===== src/hdl/csc_ccm_pkg.sv =====
`timescale 1ns / 1ps
// ----------------------------------------------------------------------------
// csc_ccm_pkg
// Shared types and constants for the crank cadence meter.
// ----------------------------------------------------------------------------
package csc_ccm_pkg;

    localparam int BYTE_W      = 8;
    localparam int POS_W       = 4;
    localparam int FLAGS_W     = 2;
    localparam int GATHER_W    = 24;
    localparam int CNT16_W     = 16;
    localparam int RPM_W       = 10;
    localparam int CFG_IDX_W   = 2;
    localparam int CFG_DATA_W  = 16;

    localparam logic [CFG_IDX_W-1:0] REG_MAX_DELTA_REVS = 2'd0;
    localparam logic [CFG_IDX_W-1:0] REG_MAX_CADENCE    = 2'd1;

    localparam logic [CNT16_W-1:0] MAX_DELTA_REVS_RST = 16'd20;
    localparam logic [RPM_W-1:0]   MAX_CADENCE_RST    = 10'd250;

    localparam int FLAG_WHEEL = 0;
    localparam int FLAG_CRANK = 1;

    localparam logic [POS_W-1:0] POS_FLAGS       = 4'd0;
    localparam logic [POS_W-1:0] POS_LAST        = 4'd15;
    localparam logic [POS_W-1:0] CRANK_START     = 4'd1;
    localparam logic [POS_W-1:0] CRANK_START_WHL = 4'd7;
    localparam logic [POS_W-1:0] CRANK_LAST_OFS  = 4'd3;

    // sample queue
    localparam int QDEPTH  = 2;
    localparam int QPTR_W  = $clog2(QDEPTH);
    localparam int QCNT_W  = $clog2(QDEPTH + 1);

    // arithmetic widths
    localparam int NUM_W   = 32;                  // revs * 61440
    localparam int LIM_W   = RPM_W + CNT16_W;     // max_cadence * dt
    localparam int REM_W   = CNT16_W + 1 + RPM_W; // below 2*dt*1024
    localparam int STEP_W  = $clog2(RPM_W);

    typedef struct packed {
        logic [CNT16_W-1:0] revs;
        logic [CNT16_W-1:0] etime;
        logic               first;
    } sample_t;

    typedef struct packed {
        logic [CNT16_W-1:0] max_delta_revs;
        logic [RPM_W-1:0]   max_cadence;
    } cfg_t;

    typedef enum logic [2:0] {
        B_IDLE,
        B_CHECK,
        B_TEST,
        B_DIV,
        B_OUT
    } back_state_t;

endpackage


===== src/hdl/csc_ccm_front.sv =====
`timescale 1ns / 1ps
// ----------------------------------------------------------------------------
// csc_ccm_front
// Frame parser: walks the flags byte, skips wheel data, gathers the crank
// revolutions and event time, and pushes one sample per complete crank field.
// ----------------------------------------------------------------------------
module csc_ccm_front
    import csc_ccm_pkg::*;
(
    input  logic              clk,
    input  logic              rst_n,
    input  logic              in_valid,
    output logic              in_stall,
    input  logic [BYTE_W-1:0] data_byte,
    input  logic              frame_end,
    input  logic              resync,
    input  logic              q_full,
    output logic              q_push,
    output sample_t           q_wdata
);

    logic [POS_W-1:0]    pos_reg, pos_next;
    logic [FLAGS_W-1:0]  flags_reg, flags_next;
    logic [GATHER_W-1:0] gather_reg, gather_next;
    logic                have_prev_reg, have_prev_next;

    logic                accept;
    logic [POS_W-1:0]    start;
    logic [POS_W-1:0]    ofs;
    logic                hp;

    assign in_stall = q_full;
    assign accept   = in_valid && !in_stall;

    always_comb
    begin
        pos_next       = pos_reg;
        flags_next     = flags_reg;
        gather_next    = gather_reg;
        have_prev_next = have_prev_reg;
        q_push         = 1'b0;
        hp             = have_prev_reg && !resync;
        start          = flags_reg[FLAG_WHEEL] ? CRANK_START_WHL : CRANK_START;
        ofs            = pos_reg - start;
        q_wdata.revs   = gather_reg[15:0];
        q_wdata.etime  = {data_byte, gather_reg[23:16]};
        q_wdata.first  = !hp;

        if (accept)
        begin
            have_prev_next = hp;
            if (pos_reg == POS_FLAGS)
            begin
                flags_next = data_byte[FLAGS_W-1:0];
            end
            else if (flags_reg[FLAG_CRANK] && pos_reg >= start
                     && pos_reg <= start + CRANK_LAST_OFS)
            begin
                case (ofs[1:0])
                    2'd0: gather_next[7:0]   = data_byte;
                    2'd1: gather_next[15:8]  = data_byte;
                    2'd2: gather_next[23:16] = data_byte;
                    default:
                    begin
                        // last crank byte completes the sample
                        q_push         = 1'b1;
                        have_prev_next = 1'b1;
                    end
                endcase
            end

            if (frame_end)
                pos_next = POS_FLAGS;
            else if (pos_reg != POS_LAST)
                pos_next = pos_reg + 4'd1;
        end
    end

    always_ff @(posedge clk or negedge rst_n)
    begin
        if (!rst_n)
        begin
            pos_reg       <= POS_FLAGS;
            flags_reg     <= '0;
            gather_reg    <= '0;
            have_prev_reg <= 1'b0;
        end
        else
        begin
            pos_reg       <= pos_next;
            flags_reg     <= flags_next;
            gather_reg    <= gather_next;
            have_prev_reg <= have_prev_next;
        end
    end

endmodule


===== src/hdl/csc_ccm_queue.sv =====
`timescale 1ns / 1ps
// ----------------------------------------------------------------------------
// csc_ccm_queue
// Short sample queue between the frame parser and the cadence engine.
// ----------------------------------------------------------------------------
module csc_ccm_queue
    import csc_ccm_pkg::*;
(
    input  logic    clk,
    input  logic    rst_n,
    input  logic    push,
    input  sample_t wdata,
    input  logic    pop,
    output sample_t rdata,
    output logic    empty,
    output logic    full
);

    sample_t            mem [QDEPTH];
    logic [QPTR_W-1:0]  wr_ptr_reg, wr_ptr_next;
    logic [QPTR_W-1:0]  rd_ptr_reg, rd_ptr_next;
    logic [QCNT_W-1:0]  count_reg, count_next;
    logic               do_push;
    logic               do_pop;

    assign empty   = (count_reg == QCNT_W'(0));
    assign full    = (count_reg == QCNT_W'(QDEPTH));
    assign do_push = push && !full;
    assign do_pop  = pop && !empty;
    assign rdata   = mem[rd_ptr_reg];

    always_comb
    begin
        wr_ptr_next = wr_ptr_reg;
        rd_ptr_next = rd_ptr_reg;
        count_next  = count_reg;
        if (do_push)
            wr_ptr_next = (wr_ptr_reg == QPTR_W'(QDEPTH - 1)) ? '0 : wr_ptr_reg + 1'b1;
        if (do_pop)
            rd_ptr_next = (rd_ptr_reg == QPTR_W'(QDEPTH - 1)) ? '0 : rd_ptr_reg + 1'b1;
        case ({do_push, do_pop})
            2'b10:   count_next = count_reg + 1'b1;
            2'b01:   count_next = count_reg - 1'b1;
            default: count_next = count_reg;
        endcase
    end

    always_ff @(posedge clk)
    begin
        if (do_push)
            mem[wr_ptr_reg] <= wdata;
    end

    always_ff @(posedge clk or negedge rst_n)
    begin
        if (!rst_n)
        begin
            wr_ptr_reg <= '0;
            rd_ptr_reg <= '0;
            count_reg  <= '0;
        end
        else
        begin
            wr_ptr_reg <= wr_ptr_next;
            rd_ptr_reg <= rd_ptr_next;
            count_reg  <= count_next;
        end
    end

endmodule


===== src/hdl/csc_ccm_back.sv =====
`timescale 1ns / 1ps
// ----------------------------------------------------------------------------
// csc_ccm_back
// Cadence engine: forms wrapping deltas against the stored sample, applies
// the bounds, and divides with rounding one quotient bit per cycle.
// ----------------------------------------------------------------------------
module csc_ccm_back
    import csc_ccm_pkg::*;
(
    input  logic             clk,
    input  logic             rst_n,
    input  cfg_t             cfg,
    input  logic             q_empty,
    input  sample_t          q_rdata,
    output logic             q_pop,
    output logic             out_valid,
    input  logic             out_stall,
    output logic [RPM_W-1:0] cadence_rpm
);

    back_state_t        state_reg, state_next;
    logic [CNT16_W-1:0] prev_revs_reg, prev_revs_next;
    logic [CNT16_W-1:0] prev_time_reg, prev_time_next;
    logic [CNT16_W-1:0] dr_reg, dr_next;
    logic [CNT16_W-1:0] dt_reg, dt_next;
    logic [NUM_W-1:0]   num_reg, num_next;
    logic [LIM_W-1:0]   lim_reg, lim_next;
    logic               ok_reg, ok_next;
    logic [REM_W-1:0]   rem_reg, rem_next;
    logic [REM_W-1:0]   dsh_reg, dsh_next;
    logic [RPM_W-1:0]   quo_reg, quo_next;
    logic [STEP_W-1:0]  step_reg, step_next;
    logic               out_valid_reg, out_valid_next;
    logic [RPM_W-1:0]   rpm_reg, rpm_next;

    logic [NUM_W:0]     dividend;
    logic               out_free;

    assign out_valid   = out_valid_reg;
    assign cadence_rpm = rpm_reg;
    assign out_free    = !out_valid_reg || !out_stall;
    // rounding: (2*num + dt) / (2*dt)
    assign dividend    = {num_reg, 1'b0} + (NUM_W + 1)'(dt_reg);

    always_comb
    begin
        state_next     = state_reg;
        prev_revs_next = prev_revs_reg;
        prev_time_next = prev_time_reg;
        dr_next        = dr_reg;
        dt_next        = dt_reg;
        num_next       = num_reg;
        lim_next       = lim_reg;
        ok_next        = ok_reg;
        rem_next       = rem_reg;
        dsh_next       = dsh_reg;
        quo_next       = quo_reg;
        step_next      = step_reg;
        rpm_next       = rpm_reg;
        out_valid_next = out_valid_reg && out_stall;
        q_pop          = 1'b0;

        case (state_reg)
            B_IDLE:
            begin
                if (!q_empty)
                begin
                    q_pop          = 1'b1;
                    dr_next        = q_rdata.revs - prev_revs_reg;
                    dt_next        = q_rdata.etime - prev_time_reg;
                    prev_revs_next = q_rdata.revs;
                    prev_time_next = q_rdata.etime;
                    if (!q_rdata.first)
                        state_next = B_CHECK;
                end
            end
            B_CHECK:
            begin
                // 61440 * dr as (dr << 16) - (dr << 12)
                num_next   = {dr_reg, 16'd0} - {4'd0, dr_reg, 12'd0};
                lim_next   = cfg.max_cadence * dt_reg;
                ok_next    = (dt_reg != '0) && (dr_reg != '0)
                             && (dr_reg < cfg.max_delta_revs);
                state_next = B_TEST;
            end
            B_TEST:
            begin
                if (ok_reg && num_reg < NUM_W'(lim_reg))
                begin
                    rem_next   = dividend[REM_W-1:0];
                    dsh_next   = REM_W'({dt_reg, 1'b0}) << (RPM_W - 1);
                    quo_next   = '0;
                    step_next  = STEP_W'(RPM_W - 1);
                    state_next = B_DIV;
                end
                else
                begin
                    state_next = B_IDLE;
                end
            end
            B_DIV:
            begin
                if (rem_reg >= dsh_reg)
                begin
                    rem_next = rem_reg - dsh_reg;
                    quo_next = {quo_reg[RPM_W-2:0], 1'b1};
                end
                else
                begin
                    quo_next = {quo_reg[RPM_W-2:0], 1'b0};
                end
                dsh_next  = dsh_reg >> 1;
                step_next = step_reg - 1'b1;
                if (step_reg == '0)
                    state_next = B_OUT;
            end
            B_OUT:
            begin
                // hold until the output register frees up
                if (out_free)
                begin
                    rpm_next       = quo_reg;
                    out_valid_next = 1'b1;
                    state_next     = B_IDLE;
                end
            end
            default:
            begin
                state_next = B_IDLE;
            end
        endcase
    end

    always_ff @(posedge clk or negedge rst_n)
    begin
        if (!rst_n)
        begin
            state_reg     <= B_IDLE;
            prev_revs_reg <= '0;
            prev_time_reg <= '0;
            out_valid_reg <= 1'b0;
        end
        else
        begin
            state_reg     <= state_next;
            prev_revs_reg <= prev_revs_next;
            prev_time_reg <= prev_time_next;
            out_valid_reg <= out_valid_next;
        end
    end

    always_ff @(posedge clk)
    begin
        dr_reg   <= dr_next;
        dt_reg   <= dt_next;
        num_reg  <= num_next;
        lim_reg  <= lim_next;
        ok_reg   <= ok_next;
        rem_reg  <= rem_next;
        dsh_reg  <= dsh_next;
        quo_reg  <= quo_next;
        step_reg <= step_next;
        rpm_reg  <= rpm_next;
    end

endmodule


===== src/hdl/csc_crank_cadence_meter_core.sv =====
`timescale 1ns / 1ps
// ----------------------------------------------------------------------------
// csc_crank_cadence_meter_core
// Crank cadence meter for cycling speed and cadence measurement frames.
// ----------------------------------------------------------------------------
// Frame bytes are taken one per cycle while the input is not stalled. Each
// complete crank field becomes a sample in a two-entry queue. A sample that
// reaches the cadence divider passes through delta, bounds check, rounding
// test, ten restoring division steps at one quotient bit per cycle, and the
// output load. A sample that fails a bound ends at the rounding test, and one
// that is only stored ends at the delta. The output load waits while an earlier
// result is still held. The byte input stalls only while two samples wait
// in the queue. A crank field takes at least five bytes, so the input
// stalls when crank fields arrive faster than the engine drains them, or
// while a held result blocks the engine. A result sits in an output
// register and is held there while out_stall is high.
module csc_crank_cadence_meter_core
    import csc_ccm_pkg::*;
(
    input  logic                  clk,
    input  logic                  rst_n,
    input  logic                  cfg_we,
    input  logic [CFG_IDX_W-1:0]  cfg_index,
    input  logic [CFG_DATA_W-1:0] cfg_data,
    input  logic                  in_valid,
    output logic                  in_stall,
    input  logic [BYTE_W-1:0]     data_byte,
    input  logic                  frame_end,
    input  logic                  resync,
    output logic                  out_valid,
    input  logic                  out_stall,
    output logic [RPM_W-1:0]      cadence_rpm
);

    cfg_t    cfg_reg, cfg_next;
    logic    q_push;
    logic    q_pop;
    logic    q_empty;
    logic    q_full;
    sample_t q_wdata;
    sample_t q_rdata;

    always_comb
    begin
        cfg_next = cfg_reg;
        if (cfg_we)
        begin
            case (cfg_index)
                REG_MAX_DELTA_REVS: cfg_next.max_delta_revs = cfg_data;
                REG_MAX_CADENCE:    cfg_next.max_cadence    = cfg_data[RPM_W-1:0];
                default:            cfg_next                = cfg_reg;
            endcase
        end
    end

    always_ff @(posedge clk or negedge rst_n)
    begin
        if (!rst_n)
        begin
            cfg_reg.max_delta_revs <= MAX_DELTA_REVS_RST;
            cfg_reg.max_cadence    <= MAX_CADENCE_RST;
        end
        else
        begin
            cfg_reg <= cfg_next;
        end
    end

    csc_ccm_front u_front (
        .clk       (clk),
        .rst_n     (rst_n),
        .in_valid  (in_valid),
        .in_stall  (in_stall),
        .data_byte (data_byte),
        .frame_end (frame_end),
        .resync    (resync),
        .q_full    (q_full),
        .q_push    (q_push),
        .q_wdata   (q_wdata)
    );

    csc_ccm_queue u_queue (
        .clk   (clk),
        .rst_n (rst_n),
        .push  (q_push),
        .wdata (q_wdata),
        .pop   (q_pop),
        .rdata (q_rdata),
        .empty (q_empty),
        .full  (q_full)
    );

    csc_ccm_back u_back (
        .clk         (clk),
        .rst_n       (rst_n),
        .cfg         (cfg_reg),
        .q_empty     (q_empty),
        .q_rdata     (q_rdata),
        .q_pop       (q_pop),
        .out_valid   (out_valid),
        .out_stall   (out_stall),
        .cadence_rpm (cadence_rpm)
    );

endmodule


===== config.mk =====
export PLATFORM = sky130hd
export DESIGN_NAME = csc_crank_cadence_meter_core
export DESIGN_NICKNAME = d
export VERILOG_FILES = /design/src/hdl/csc_ccm_pkg.sv /design/src/hdl/csc_ccm_front.sv /design/src/hdl/csc_ccm_queue.sv /design/src/hdl/csc_ccm_back.sv /design/src/hdl/csc_crank_cadence_meter_core.sv
export SDC_FILE = /design/constraint.sdc
export NUM_CORES = 1
export LEC_CHECK = 0
export BUFFER_PORTS_ARGS = -buffer_cell sky130_fd_sc_hd__buf_4
export CAP_MARGIN = 20
export CORE_UTILIZATION = 39
export CTS_CLUSTER_DIAMETER = 40
export DETAILED_ROUTE_END_ITERATION = 8
export GPL_TIMING_DRIVEN = 0
export SLEW_MARGIN = 20
export SYNTH_ARGS = -nofsm -noshare
export SYNTH_HDL_FRONTEND = slang
export SYNTH_SLANG_ARGS = --single-unit

===== constraint.sdc =====
create_clock -name clk -period 8.5 [get_ports clk]
set_clock_uncertainty 0.05 [all_clocks]
set_input_delay 0.85 -clock clk [delete_from_list [all_inputs] [get_ports clk]]
set_output_delay 0.85 -clock clk [all_outputs]
set_load 0.02 [all_outputs]

Word level (Yosys, flattened, before mapping)
Memory sizes are Yosys's and may differ from the RTL's.
Index checks and enable logic that the tools add are counted.
{"block": "totals", "ff_bits": 266, "ram_bits": 66, "in_bits": 33, "out_inout_bits": 12, "word_cells": 140, "n_memories": 1}
{"name": "u_queue.mem", "words": 2, "word_bits": 33, "read_ports": 1, "rd_ports_with_merged_regs": 0, "wr": 1, "line": "csc_ccm_queue.sv:19", "source": "sample_t mem [QDEPTH];"}
{"block": "classes", "n_addsub": 13, "multipliers": 1, "n_lt_le_gt_ge": 5, "n_eq_ne": 17, "muxes": 35, "bitwise": 2, "n_reduce_logical": 41}
{"op": "$pmux W27 S2", "n": 2}
{"op": "$mux W27", "n": 3}
{"op": "$lt A32 B26 Y1", "n": 1}
{"op": "$reduce_bool A16 Y1", "n": 2}
{"op": "$sub A16 B16 Y16", "n": 2}
{"op": "$sub A32 B28 Y32", "n": 1}
{"op": "$add A27 B16 Y27", "n": 1}
{"op": "$ge A27 B27 Y1", "n": 1}
{"op": "$sub A27 B27 Y27", "n": 1}
{"op": "$mul A10 B16 Y26", "n": 1}
{"op": "$pmux W10 S2", "n": 1}
{"op": "$lt A16 B16 Y1", "n": 1}
{"op": "$mux W1", "n": 16}
{"op": "$reduce_and A4 Y1", "n": 4}
{"op": "$mux W3", "n": 5}
{"op": "$pmux W3 S5", "n": 1}
{"op": "$reduce_and A2 Y1", "n": 7}
{"op": "$mux W4", "n": 3}
{"op": "$logic_and A1 B1 Y1", "n": 10}
{"op": "$mux W10", "n": 1}
{"op": "$logic_not A4 Y1", "n": 2}
{"op": "$ne A2 B1 Y1 const B", "n": 4}
{"op": "$pmux W4 S2", "n": 1}
{"op": "$eq A2 B1 Y1 const B", "n": 3}
{"op": "other kinds (25)", "n": 40}

Logic depth before layout (Yosys ltp)
{"block": "logic_depth", "ltp_word": 11, "depth_mapped": 22, "depth_no_buf": 20}

Hierarchy
From an unflattened synthesis, not the netlist that was laid out.
{"block": "hier_totals", "hier_cells": 1958, "hier_area_um2": 21580.7}
{"module": "csc_ccm_back", "instances": 1, "cells_each": 1664, "area_per_inst_um2": 16290.6, "seq_area_each_um2": 5585.4}
{"module": "csc_ccm_queue", "instances": 1, "cells_each": 121, "area_per_inst_um2": 2730.1, "seq_area_each_um2": 2082.0}
{"module": "csc_ccm_front", "instances": 1, "cells_each": 117, "area_per_inst_um2": 1560.2, "seq_area_each_um2": 775.7}
{"module": "csc_crank_cadence_meter_core", "instances": 1, "cells_each": 56, "area_per_inst_um2": 999.7, "seq_area_each_um2": 660.6}

Least setup slack after synthesis
Ideal clock, no wire load.
{"block": "synth_timing", "kind": "flip-flop to flip-flop", "startpoint": "register cfg_reg[3] (netlist bit)", "endpoint": "register u_back.lim_reg[24] (data pin)", "setup_time_ns": 0.259, "t_arrival_ns": 5.427, "t_required_ns": 8.191, "setup_slack_ns": 2.764, "stages_incl_launch_ff": 23, "n_path_buf": 2, "synth_period_minus_slack_ns": 5.736, "path_cell_list": "dfstp_2 -> clkbuf_1 -> clkbuf_1 -> nand2_1 -> fa_1 -> inv_1 -> fa_1 -> inv_1 -> fa_1 -> inv_1 -> fa_1 -> inv_1 -> fa_1 -> inv_1 -> ha_1 -> o21a_1 -> o21ai_1 -> o31ai_2 -> o31ai_4 -> nor3_2 -> o21ai_0 -> o21ai_0 -> xnor2_1"}
{"block": "synth_via", "elab_chain_len": 1}
{"element": "start, declared", "line": "csc_crank_cadence_meter_core.sv:35", "source": "cfg_t cfg_reg, cfg_next;"}
{"element": "start signal, assigned", "line": "csc_crank_cadence_meter_core.sv:65", "source": "cfg_reg <= cfg_next;"}
{"element": "$mul A10 B16 Y26", "line": "csc_ccm_back.sv:81", "source": "lim_next = cfg.max_cadence * dt_reg;"}
{"element": "end signal, assigned", "line": "csc_ccm_back.sv:157", "source": "lim_reg <= lim_next;"}
{"element": "end, declared", "line": "csc_ccm_back.sv:27", "source": "logic [LIM_W-1:0] lim_reg, lim_next;"}
No other way between the ends.
A chain may end at the register's enable or synchronous reset.

Worst setup path in the final report
{"block": "layout_timing", "startpoint": "register cfg_reg[3] (netlist bit)", "endpoint": "register u_back.lim_reg[25] (data pin)"}
The elaborated chain is that of the path after synthesis.

==> impl_metrics.env <==
export IMPL_cts_sinks=319
export IMPL_fmax_mhz=151.2
export IMPL_worstPathRequired_ps=8730
export IMPL_coreArea_um2=54130
export IMPL_grt_max_degree=98
export IMPL_postCtsHoldBufs=0
export IMPL_hold_viol_final=0
export IMPL_min_period_ps=6613
export IMPL_worstRegToRegCells=22
export IMPL_seq_area_frac_synth_pct=42.31
export IMPL_finalWorstSetupSlack_ps=1887
export IMPL_final_cells=2828
export IMPL_crit_chain="clkbuf_1, clkbuf_1, nand2_1, fa_1, inv_1, fa_1, inv_1, fa_1, inv_1, fa_1, inv_1, fa_1, inv_1, ha_1, o21a_1, o21ai_1, nor3b_2, o2bb2ai_1, nor2_2, a311oi_2, a221oi_2, xnor2_1"
export IMPL_synth_seq_cells=319
export IMPL_wire_per_inst_um=17.02
export IMPL_wl_um=48140
export IMPL_syn_num_nets=2314
export IMPL_cap_viol_max_count=0
export IMPL_cp_num_buf_inv=7
export IMPL_cts_htree_levels=2
export IMPL_drive_gt1_share_pct=12.06
export IMPL_io_pins=45
export IMPL_post_place_cells=2742
export IMPL_firstDrtPassIters=5
export IMPL_global_route_overflow_total=0
export IMPL_clkLatencyLatePin_ps=550
export IMPL_setup_viol=0
export IMPL_path_clk_slew_ps=50
export IMPL_root_buffer="clkbuf_16"
export IMPL_clk_path_buf_depth=3
export IMPL_drt_iter0_drc=767
export IMPL_rsz0062_at_grt="no"
export IMPL_grtUsageTotal_pct=17.26
export IMPL_ant_nets=0
export IMPL_die_w_um=236.9
export IMPL_yosys_warnings=0
export IMPL_final_setup_tns_ps=0
export IMPL_crit_fanout=10
export IMPL_drt_drc_violations_left=0
export IMPL_synth_ff_type="edfxtp_1"
export IMPL_async_flop_share_pct=30.41
export IMPL_synth_edff_count=222
export IMPL_end_kind="flip-flop"
export IMPL_relSlewSlack_pct=20.06
export IMPL_crit_slowest_cell="fa_1"
export IMPL_vias=14450
export IMPL_r2r_slack_ps=1890
export IMPL_cpPeakStageDelay_ps=560
export IMPL_run_status="finished clean"
export IMPL_area_growth_pct=14.13
export IMPL_cts_tree="built"
export IMPL_vias_per_cell=5.109
export IMPL_syn_area_um2=21520
export IMPL_fin_crit_sh_pct=77.80
export IMPL_grt_pass1_wl_um=77200
export IMPL_io_buffer_count=44
export IMPL_antenna_found_initial=7
export IMPL_layout_common_cells="241 x inv_1, 222 x edfxtp_1, 203 x nand2_1, 171 x ha_1"
export IMPL_crit_family="adder cells"
export IMPL_largest_register_ffs=66
export IMPL_num_rows=85
export IMPL_dp_slack_ps=1877
export IMPL_grt_pass1_vias=14750
export IMPL_r2r_end="u_back.lim_reg[25]"
export IMPL_syn_area_per_cell_um2=10.78
export IMPL_cts_resized_gates=0
export IMPL_die_area_um2=56110
export IMPL_final_common_cell="inv_1"
export IMPL_gp_congestion=0.9299
export IMPL_post_cts_setup_buffers=0
export IMPL_num_nets_final=2412
export IMPL_tightest_slew_ps=1190
export IMPL_start_util_pct=39.75
export IMPL_r2r_start="cfg_reg[3]"
export IMPL_dieHeight_um=236.9
export IMPL_hpwlAfterDp_um=37420
export IMPL_cts_buffers=46
export IMPL_crit_type="reg2reg"
export IMPL_drv_slew=0
export IMPL_synth_distinct_cells=88
export IMPL_synth_cells=1996
export IMPL_startpoint_type="flip-flop"
export IMPL_hold_class="in2async"
export IMPL_arrival_ps=6840
-- logic make-up after synthesis --
logic type / after synthesis / synth area share [%]
AND/OR/NAND/NOR: 542 / 12.34
AO/OA/AOI/OAI: 366 / 11.33
flip-flops: 319 / 42.31
buffers and inverters: 312 / 5.530
adder cells (fa/ha/maj): 285 / 20.55
XOR/XNOR: 100 / 4.071
multiplexers: 72 / 3.867
-- cell type report --
type,count,area (um2)
fillers,5040,29580
flip-flops and latches,319,9104
plain buffers,71,286.5
clock buffers,48,1180
clock inverters,37,480.5
well taps,696,870.8
multi-input cells,1365,11250
repair buffers,50,471.7
diodes,1,2.502
inverters,241,904.6
-- metrics by stage --
step	utilization (%)	cell area (um2)	hold slack [ps]
after floorplan	-	21520	350.3
after global placement	41.96	22720	356.8
after detailed placement	42.29	22890	359.3
after CTS	45.36	24550	372.8
after global routing	45.36	24550	389.7
final	45.36	24550	352.7
-- worst max-delay path by stage --
stage,start,to,slack (ps),cells past startpoint
finish,cfg_reg[3],u_back.lim_reg[25],1890,22
global route,cfg_reg[3],u_back.lim_reg[24],1540,22
CTS,cfg_reg[3],u_back.lim_reg[25],1840,22
detailed placement,cfg_reg[3],u_back.lim_reg[25],1880,22
global placement,cfg_reg[3],u_back.lim_reg[25],1950,22
floorplan,cfg_reg[3],u_back.lim_reg[24],2760,22
-- layer usage --
layer / track usage (%) / vias to the layer above / part of all wire, %
li1: - / 7062 / -
met1: 22.12 / 6979 / 45
met2: 29.46 / 302 / 48
met3: 3.346 / 93 / 4.8
met4: 4.860 / 12 / 2.5
met5: 1.212 / - / 0.16
-- synth_stat cells (all sizes together), types with 5 or more instances --
cell type	instances	area share (%)
nand3	32	0.74
fa	114	11
edfxtp	222	31
xnor2	68	2.8
a211o	5	0.20
mux2i	7	0.33
o21ai	124	2.9
clkbuf	55	0.97
a211oi	12	0.49
o21bai	9	0.31
ha	171	9.9
and2	86	2.5
a21boi	6	0.21
a21o	48	1.7
nand2b	13	0.38
a21oi	82	1.9
xor2	32	1.3
nor4	17	0.55
inv	241	4.2
buf	16	0.36
nor3	20	0.54
nor2	101	1.8
o211ai	8	0.30
nor2b	16	0.50
nand2	204	3.6
o31ai	9	0.49
mux2	65	3.5
and3	14	0.41
dfrtp	89	10
dfstp	8	0.98
nor3b	6	0.23
a311oi	5	0.26
nand4	12	0.35
o21a	21	0.73
Power is not shown: default switching activity piles up to over one toggle a cycle in this logic, so the estimate is an artifact.
